`src/sv/rid_pkg.sv`:
```
// Package for the real-input DFT: widths, twiddle types and the twiddle ROM builder.
package rid_pkg;

	localparam int MaxPoints = 64;
	localparam int DefPoints = 64;
	localparam int SampleW   = 16;
	localparam int TwW       = 16;
	localparam int ProdW     = SampleW + TwW;
	localparam int AccW      = 38;
	localparam int ResultW   = 22;
	localparam int BinW      = 6;
	localparam int RomIdxW   = 6;
	localparam int FracW     = 15;

	typedef logic [MaxPoints-1:0][TwW-1:0] tw_rom_t;

	localparam logic [63:0] PiQ60  = 64'h3243F6A8885A308D;
	localparam logic [63:0] Q62One = 64'h4000000000000000;

	// (x*y) >> 62, kept to 64 bits
	function automatic logic [63:0] mulq62(input logic [63:0] x, input logic [63:0] y);
		logic [127:0] p;
		p = {64'd0, x} * {64'd0, y};
		return p[125:62];
	endfunction

	// restoring shift-subtract divide, used only while elaborating the ROM
	function automatic logic [63:0] udiv64(input logic [63:0] a, input logic [63:0] b);
		logic [64:0] rem;
		logic [63:0] q;
		rem = '0;
		q   = '0;
		for (int i = 63; i >= 0; i--) begin
			rem = {rem[63:0], a[i]};
			if (rem >= {1'b0, b}) begin
				rem  = rem - {1'b0, b};
				q[i] = 1'b1;
			end
		end
		return q;
	endfunction

	// angle r*(pi/4)/n in Q62
	function automatic logic [63:0] octant_angle(input logic [63:0] r, input logic [63:0] n);
		logic [63:0] q;
		logic [63:0] rm;
		q  = udiv64(PiQ60, n);
		rm = PiQ60 - q * n;
		return q * r + udiv64(rm * r, n);
	endfunction

	// Taylor series on [0, pi/4], Q62
	function automatic logic [63:0] series(input logic [63:0] a, input logic want_sin);
		logic [63:0] a2;
		logic [63:0] term;
		logic [63:0] sum;
		logic [63:0] d;
		a2   = mulq62(a, a);
		term = want_sin ? a : Q62One;
		sum  = term;
		for (int i = 1; i <= 14; i++) begin
			d    = want_sin ? 64'((2 * i) * (2 * i + 1)) : 64'((2 * i - 1) * (2 * i));
			term = udiv64(mulq62(term, a2), d);
			if ((i % 2) == 1) begin
				sum = sum - term;
			end else begin
				sum = sum + term;
			end
		end
		return sum;
	endfunction

	// Q62 magnitude to 32767 scale, round half away from zero
	function automatic int to_q15(input logic [63:0] mag);
		logic [63:0] v;
		v = ((mag >> 16) * 64'd32767 + (64'd1 << 45) + (64'd1 << 20)) >> 46;
		return int'(v[15:0]);
	endfunction

	// cos or sin table for an n-point transform, entries past n are zero
	function automatic tw_rom_t build_rom(input int n, input logic want_sin);
		tw_rom_t rom;
		int p;
		int oct;
		int quad;
		int cq;
		int sq;
		int cv;
		int sv;
		logic [63:0] a;
		logic [63:0] c;
		logic [63:0] s;
		rom = '0;
		for (int k = 0; k < MaxPoints; k++) begin
			if (k < n) begin
				p   = 8 * k;
				oct = 0;
				for (int j = 0; j < 8; j++) begin
					if (p >= n) begin
						p   = p - n;
						oct = oct + 1;
					end
				end
				quad = (oct >> 1) & 3;
				if ((oct & 1) == 0) begin
					a = octant_angle(64'(p), 64'(n));
					c = series(a, 1'b0);
					s = series(a, 1'b1);
				end else begin
					a = octant_angle(64'(n - p), 64'(n));
					c = series(a, 1'b1);
					s = series(a, 1'b0);
				end
				cq = to_q15(c);
				sq = to_q15(s);
				case (quad)
					0: begin cv = cq;  sv = sq;  end
					1: begin cv = -sq; sv = cq;  end
					2: begin cv = -cq; sv = -sq; end
					default: begin cv = sq; sv = -cq; end
				endcase
				rom[k] = want_sin ? TwW'(sv) : TwW'(cv);
			end
		end
		return rom;
	endfunction

endpackage

```
`src/sv/rid_ram.sv`:
```
// Generic single-write, single-read RAM with registered read data.
module rid_ram #(
	parameter int WIDTH = 16,
	parameter int DEPTH = 64
) (
	input  logic                     clk,
	input  logic                     we,
	input  logic [$clog2(DEPTH)-1:0] waddr,
	input  logic [WIDTH-1:0]         wdata,
	input  logic                     re,
	input  logic [$clog2(DEPTH)-1:0] raddr,
	output logic [WIDTH-1:0]         rdata
);

	logic [WIDTH-1:0] mem_q [DEPTH];

	always_ff @(posedge clk) begin
		if (we) begin
			mem_q[waddr] <= wdata;
		end
		if (re) begin
			rdata <= mem_q[raddr];
		end
	end

endmodule

```
`src/sv/real_input_dft.sv`:
```
// Top level: direct DFT of a frame of real samples, one MAC per cycle over a sample RAM.
//
//  channel  | ports                                        | handshake
//  ---------+----------------------------------------------+-------------------------------
//  input    | sample                                       | start & !busy accepts an item
//  result   | bin_index, real_part, imag_part, last_bin    | result_valid, one cycle, no stall
//
// Cycles: a sample is taken every cycle while busy is low. The item that carries the
// last sample of a frame starts the transform: POINTS*POINTS multiply-accumulates,
// one per cycle, set by the single read port of the sample RAM and the one MAC unit,
// then the pipeline drains. busy stays high over that span, so samples of the next
// frame are not taken until the transform is done.
// Reset: arst_n clears the fill count, the sequencer and the pipeline flags; the
// sample RAM is not cleared and is only read after a full frame was written.
// Stalls: none; each bin comes out as a one-cycle strobe in order m = 0..POINTS-1.
module real_input_dft
	import rid_pkg::*;
#(
	parameter int POINTS = DefPoints
) (
	input  logic                      clk,
	input  logic                      arst_n,
	input  logic                      start,
	output logic                      busy,
	input  logic signed [SampleW-1:0] sample,
	output logic                      result_valid,
	output logic [BinW-1:0]           bin_index,
	output logic signed [ResultW-1:0] real_part,
	output logic signed [ResultW-1:0] imag_part,
	output logic                      last_bin
);

	localparam int IdxW = $clog2(POINTS);
	localparam logic [IdxW-1:0] LastIdx = IdxW'(POINTS - 1);
	localparam logic [IdxW:0]   NPoints = (IdxW + 1)'(POINTS);

	// twiddles for this transform length, fixed at elaboration
	localparam tw_rom_t CosRom = build_rom(POINTS, 1'b0);
	localparam tw_rom_t SinRom = build_rom(POINTS, 1'b1);

	typedef enum logic [2:0] {
		ST_LOAD  = 3'b001,
		ST_CALC  = 3'b010,
		ST_DRAIN = 3'b100
	} state_t;

	state_t state_q;

	// frame fill and MAC loop counters
	logic [IdxW-1:0] fill_q;
	logic [IdxW-1:0] n_q;
	logic [IdxW-1:0] m_q;
	logic [IdxW-1:0] k_q;   // (n*m) mod POINTS, stepped by m
	logic [IdxW:0]   k_sum;
	logic [IdxW-1:0] k_next;

	logic accept;
	logic issue;

	// RAM interface
	logic [SampleW-1:0] rd_data;

	// stage 1: RAM data and twiddle index
	logic            vld_s1;
	logic            first_s1;
	logic            last_s1;
	logic [IdxW-1:0] m_s1;
	logic [IdxW-1:0] k_s1;
	logic signed [TwW-1:0] tw_cos;
	logic signed [TwW-1:0] tw_sin;

	// stage 2: products
	logic                    vld_s2;
	logic                    first_s2;
	logic                    last_s2;
	logic [IdxW-1:0]         m_s2;
	logic signed [ProdW-1:0] prod_re_s2;
	logic signed [ProdW-1:0] prod_im_s2;

	// accumulators
	logic signed [AccW-1:0] acc_re_q;
	logic signed [AccW-1:0] acc_im_q;
	logic signed [AccW-1:0] acc_re_nxt;
	logic signed [AccW-1:0] acc_im_nxt;
	logic                   frame_end;

	// result registers
	logic                      res_valid_q;
	logic [BinW-1:0]           bin_q;
	logic signed [ResultW-1:0] real_q;
	logic signed [ResultW-1:0] imag_q;
	logic                      last_q;

	assign busy   = (state_q != ST_LOAD);
	assign accept = start && (state_q == ST_LOAD);
	assign issue  = (state_q == ST_CALC);

	// k steps by m with one compare-subtract, since k + m < 2*POINTS
	assign k_sum  = {1'b0, k_q} + {1'b0, m_q};
	assign k_next = (k_sum >= NPoints) ? IdxW'(k_sum - NPoints) : k_sum[IdxW-1:0];

	rid_ram #(
		.WIDTH(SampleW),
		.DEPTH(POINTS)
	) u_sample_ram (
		.clk  (clk),
		.we   (accept),
		.waddr(fill_q),
		.wdata(sample),
		.re   (issue),
		.raddr(n_q),
		.rdata(rd_data)
	);

	// sequencer: load a frame, then walk m outer, n inner
	always_ff @(posedge clk or negedge arst_n) begin
		if (!arst_n) begin
			state_q <= ST_LOAD;
			fill_q  <= '0;
			n_q     <= '0;
			m_q     <= '0;
			k_q     <= '0;
		end else begin
			case (state_q)
				ST_LOAD: begin
					if (accept) begin
						if (fill_q == LastIdx) begin
							fill_q  <= '0;
							n_q     <= '0;
							m_q     <= '0;
							k_q     <= '0;
							state_q <= ST_CALC;
						end else begin
							fill_q <= fill_q + 1'b1;
						end
					end
				end
				ST_CALC: begin
					if (n_q == LastIdx) begin
						n_q <= '0;
						k_q <= '0;
						m_q <= m_q + 1'b1;
						if (m_q == LastIdx) begin
							state_q <= ST_DRAIN;
						end
					end else begin
						n_q <= n_q + 1'b1;
						k_q <= k_next;
					end
				end
				ST_DRAIN: begin
					if (frame_end) begin
						state_q <= ST_LOAD;
					end
				end
				default: begin
					state_q <= ST_LOAD;
				end
			endcase
		end
	end

	// pipeline valid flags
	always_ff @(posedge clk or negedge arst_n) begin
		if (!arst_n) begin
			vld_s1      <= 1'b0;
			vld_s2      <= 1'b0;
			res_valid_q <= 1'b0;
		end else begin
			vld_s1      <= issue;
			vld_s2      <= vld_s1;
			res_valid_q <= vld_s2 && last_s2;
		end
	end

	assign tw_cos = $signed(CosRom[RomIdxW'(k_s1)]);
	assign tw_sin = $signed(SinRom[RomIdxW'(k_s1)]);

	// pipeline payload
	always_ff @(posedge clk) begin
		first_s1   <= (n_q == '0);
		last_s1    <= (n_q == LastIdx);
		m_s1       <= m_q;
		k_s1       <= k_q;
		first_s2   <= first_s1;
		last_s2    <= last_s1;
		m_s2       <= m_s1;
		prod_re_s2 <= $signed(rd_data) * tw_cos;
		prod_im_s2 <= $signed(rd_data) * tw_sin;
	end

	// exact sums; the imaginary part accumulates the negated sine products
	assign acc_re_nxt = (first_s2 ? AccW'(0) : acc_re_q) + AccW'(prod_re_s2);
	assign acc_im_nxt = (first_s2 ? AccW'(0) : acc_im_q) - AccW'(prod_im_s2);
	assign frame_end  = vld_s2 && last_s2 && (m_s2 == LastIdx);

	always_ff @(posedge clk) begin
		if (vld_s2) begin
			acc_re_q <= acc_re_nxt;
			acc_im_q <= acc_im_nxt;
		end
		if (vld_s2 && last_s2) begin
			// arithmetic shift right by 15 is floor division
			real_q <= acc_re_nxt[ResultW+FracW-1:FracW];
			imag_q <= acc_im_nxt[ResultW+FracW-1:FracW];
			bin_q  <= BinW'(m_s2);
			last_q <= (m_s2 == LastIdx);
		end
	end

	assign result_valid = res_valid_q;
	assign bin_index    = bin_q;
	assign real_part    = real_q;
	assign imag_part    = imag_q;
	assign last_bin     = last_q;

endmodule

```
`config.mk`:
```
export PLATFORM = sky130hd
export DESIGN_NAME = real_input_dft
export DESIGN_NICKNAME = d
export VERILOG_FILES = /design/src/sv/rid_pkg.sv /design/src/sv/rid_ram.sv /design/src/sv/real_input_dft.sv
export SDC_FILE = /design/constraint.sdc
export NUM_CORES = 2
export LEC_CHECK = 0
export ABC_AREA = 1
export BUFFER_PORTS_ARGS = -buffer_cell sky130_fd_sc_hd__buf_4
export CORE_MARGIN = 2
export CORE_UTILIZATION = 65
export DETAILED_ROUTE_END_ITERATION = 7
export GPL_ROUTABILITY_DRIVEN = 0
export PLACE_DENSITY = 0.79
export SETUP_SLACK_MARGIN = 0.02
export SYNTH_ARGS = -nofsm -noshare
export SYNTH_HDL_FRONTEND = slang
export SYNTH_SLANG_ARGS = --single-unit
```
`constraint.sdc`:
```
create_clock -name clk -period 12.1 [get_ports clk]
set_clock_uncertainty 0.2 [all_clocks]
set_input_delay 1.21 -clock clk [delete_from_list [all_inputs] [get_ports clk]]
set_output_delay 1.21 -clock clk [all_outputs]
set_load 0.01 [all_outputs]
```
==> results.sh <==
export IMPL_drt_pre_antenna_iters=8
export IMPL_drv_cap=0
export IMPL_syn_nets=9434
export IMPL_h_tree_depth=4
export IMPL_status="complete, but fails checks"
export IMPL_drive_gt1_frac=0.0478
export IMPL_drt_iter0_drc=7080
export IMPL_vias_per_cell=5.69
export IMPL_cts_setup_buffers=0
export IMPL_start_kind="flip-flop"
export IMPL_io_pins=72
export IMPL_synth_ff_type="edfxtp_1"
export IMPL_nets=9401
export IMPL_grt_pass1_wl_mm=310
export IMPL_r2r_slack_ns=5.80
export IMPL_numCtsBuffers=137
export IMPL_die_area_um2=124000
export IMPL_clock_sinks=1307
export IMPL_overflow=0
export IMPL_rr_endpoint="prod_re_s2[25]"
export IMPL_vias=58700
export IMPL_ys_ff_latch=1307
export IMPL_synth_cell_types=50
export IMPL_layout_min_cycle_time_ns=6.30
export IMPL_postLayoutCoreUtil=0.709
export IMPL_setup_viol=0
export IMPL_cp_max_fo=16
export IMPL_coreArea_um2=120000
export IMPL_synth_edff_count=1165
export IMPL_hold_end="m_s2[3]"
export IMPL_drv_slew=0
export IMPL_synth_area_leader_cell="edfxtp_1"
export IMPL_clockBufferDepth=3
export IMPL_start_util=0.657
export IMPL_worstPathRequired_ns=12.58
export IMPL_tightestPinTransition_ns=1.10
export IMPL_dp_hpwl_mm=128
export IMPL_holdPathStages=0
export IMPL_worst_setup_path_type="reg -> reg"
export IMPL_clockRootBuffer="clkbuf_16"
export IMPL_drt_total_wl_mm=197
export IMPL_crit_arrival_ns=6.78
export IMPL_worstHoldStart="m_s1[3]"
export IMPL_avgSynthCellArea_um2=9.16
export IMPL_holdCritPathClass="reg -> reg"
export IMPL_crit_path_end_kind="flip-flop"
export IMPL_rsz0062_at_grt="no"
export IMPL_r2r_cells=19
export IMPL_fin_crit_sh=0.521
export IMPL_rows=127
export IMPL_drc=2
export IMPL_wl_per_cell_um=19.1
export IMPL_yosysTopAreaCellShare=0.442
export IMPL_cts_tree="done"
export IMPL_cts_resized=0
export IMPL_yosys_warnings=0
export IMPL_clk_pin_slew_ns=0.07
export IMPL_slew_headroom=0.264
export IMPL_fin_tns_setup_ns=0
export IMPL_antenna_left=0
export IMPL_final_fill_count=8612
export IMPL_clk_latency_ns=0.80
export IMPL_syn_area_um2=79100
export IMPL_grt_max_degree=220
export IMPL_yosysSeqAreaShare=0.480
export IMPL_r2r_start="tw_cos[4]"
export IMPL_max_freq_mhz=159
export IMPL_grt_use_total=0.318
export IMPL_grt_pass1_vias=57800
export IMPL_die_w_um=353
export IMPL_synthTopCellsByArea="edfxtp_1, fa_1, nand2_1"
export IMPL_violations="design-rule violations"
export IMPL_io_buffer_count=71
export IMPL_fp_dieH_um=353
export IMPL_finalHoldViolCount=0
export IMPL_cts_hold_buf=0
export IMPL_syn_inst=8632
export IMPL_syn2layout_area_growth_pct=7.85
export IMPL_antenna_found_initial=2
export IMPL_async_reset_ff_frac=0.0230
export IMPL_n_antenna_cell=0
==> through the flow <==
stage / hold WS (ns) / cell area, um2 / worst slack, ns / instances
6_report: 0.128 / 85300 / 5.80 / 10300
5_1_grt: 0.133 / 85300 / 5.38 / 10300
4_1_cts: 0.129 / 85300 / 5.84 / 10300
3_5_place_dp: 0.114 / 80800 / 5.85 / 10100
3_3_place_gp: 0.113 / 80800 / 5.92 / 10100
2_1_floorplan: 0.110 / 79100 / 6.30 / 8632
==> synthesized netlist by cell type (41+ instances only) <==
library cell	number
ha_1	256
nor2_1	1316
o21ai_1	163
buf_2	69
xor2_1	76
clkbuf_1	209
fa_1	527
dfxtp_1	112
a21oi_1	175
nand3_1	251
edfxtp_1	1165
o21ai_0	396
nand2_1	2138
o22ai_1	41
inv_1	1428
nand4_1	61
==> critical path, cell delays in order, from the launching register on <==
cell	delay (ns)
dfxtp_1	0.76
nand2_1	0.30
fa_1	0.60
inv_1	0.07
fa_1	0.80
fa_1	0.54
fa_1	0.50
fa_1	0.49
inv_1	0.06
fa_1	0.48
inv_1	0.04
ha_1	0.34
nand2_1	0.11
nor2_1	0.19
inv_1	0.07
nor2_1	0.14
nand3_1	0.08
or2_2	0.30
nand4_1	0.09
nand2_1	0.05
==> cell usage in the layout, fill, tap and decap left out, types with 9 or more instances in the layout <==
master / count
xor2_1: 76
o211ai_1: 16
xnor2_1: 19
inv_1: 1426
clkbuf_16: 145
nand4_1: 61
nor3_1: 33
o22ai_1: 41
ha_1: 256
edfxtp_1: 1165
dfrtp_1: 26
o21bai_1: 22
o21ai_0: 396
nand2_1: 2138
fa_1: 527
dfxtp_1: 111
nand3_1: 251
buf_4: 167
inv_6: 9
clkinv_2: 18
clkbuf_1: 27
nor2_1: 1310
clkinv_1: 26
o21ai_1: 163
a21oi_1: 175
==> state kept, by name, summed over array words and instances, names as in the netlist, 3 cells and up <==
name and flops:
m_s1 6, n_q 6, tw_sin 16, u_sample_ram.rdata 16, fill_q 6, tw_cos 16, state_q 3, k_q 6
u_sample_ram.mem_q 1024, acc_im_q 37, acc_re_q 37, imag_part 22, prod_re_s2 32, m_q 6, bin_index 6, real_part 22
m_s2 6, prod_im_s2 32
==> how the worst max path moves through the flow <==
| stage | from | endpoint | slack (ns) |
|---|---|---|---|
| after floorplan | u_sample_ram.rdata[15] | prod_re_s2[25] | 6.30 |
| after global placement | tw_cos[1] | prod_re_s2[25] | 5.92 |
| after detailed placement | u_sample_ram.rdata[15] | prod_re_s2[25] | 5.85 |
| after CTS | u_sample_ram.rdata[15] | prod_re_s2[25] | 5.84 |
| after global routing | tw_cos[2] | prod_re_s2[25] | 5.38 |
| final | tw_cos[4] | prod_re_s2[25] | 5.80 |
==> logic make-up (layout without fill, tap and decap cells) <==
| logic type | Yosys count | count (layout) | synth area share |
|---|---|---|---|
| AO/OA/AOI/OAI | 835 | 835 | 0.0555 |
| AND/OR/NAND/NOR | 3834 | 3834 | 0.190 |
| XOR/XNOR | 95 | 95 | 0.0105 |
| flip-flops | 1307 | 1307 | 0.480 |
| adder cells (fa/ha/maj) | 783 | 783 | 0.174 |
| buffers and inverters | 1778 | 1858 | 0.0893 |
==> final cells by class <==
type,instances,area (um2),area share
repair buffers,170,1310,0.0154
inverters,1436,5400,0.0634
well taps,1612,2020,0.0237
clock buffers,174,3760,0.0441
flip-flops and latches,1307,38000,0.446
clock inverters,78,723,0.00848
multi-input cells,5547,34100,0.399
==> metal layers <==
| layer | GRT usage | share of wire | up-vias |
|---|---|---|---|
| met3 | 0.0613 | 0.099 | 537 |
| met4 | 0.132 | 0.043 | 2 |
| met5 | 0 | 0.000036 | - |
| li1 | - | - | 27100 |
| met2 | 0.513 | 0.47 | 3187 |
| met1 | 0.426 | 0.38 | 27900 |
Power is not shown: default switching activity piles up to over one toggle a cycle in this logic, so the estimate is an artifact.
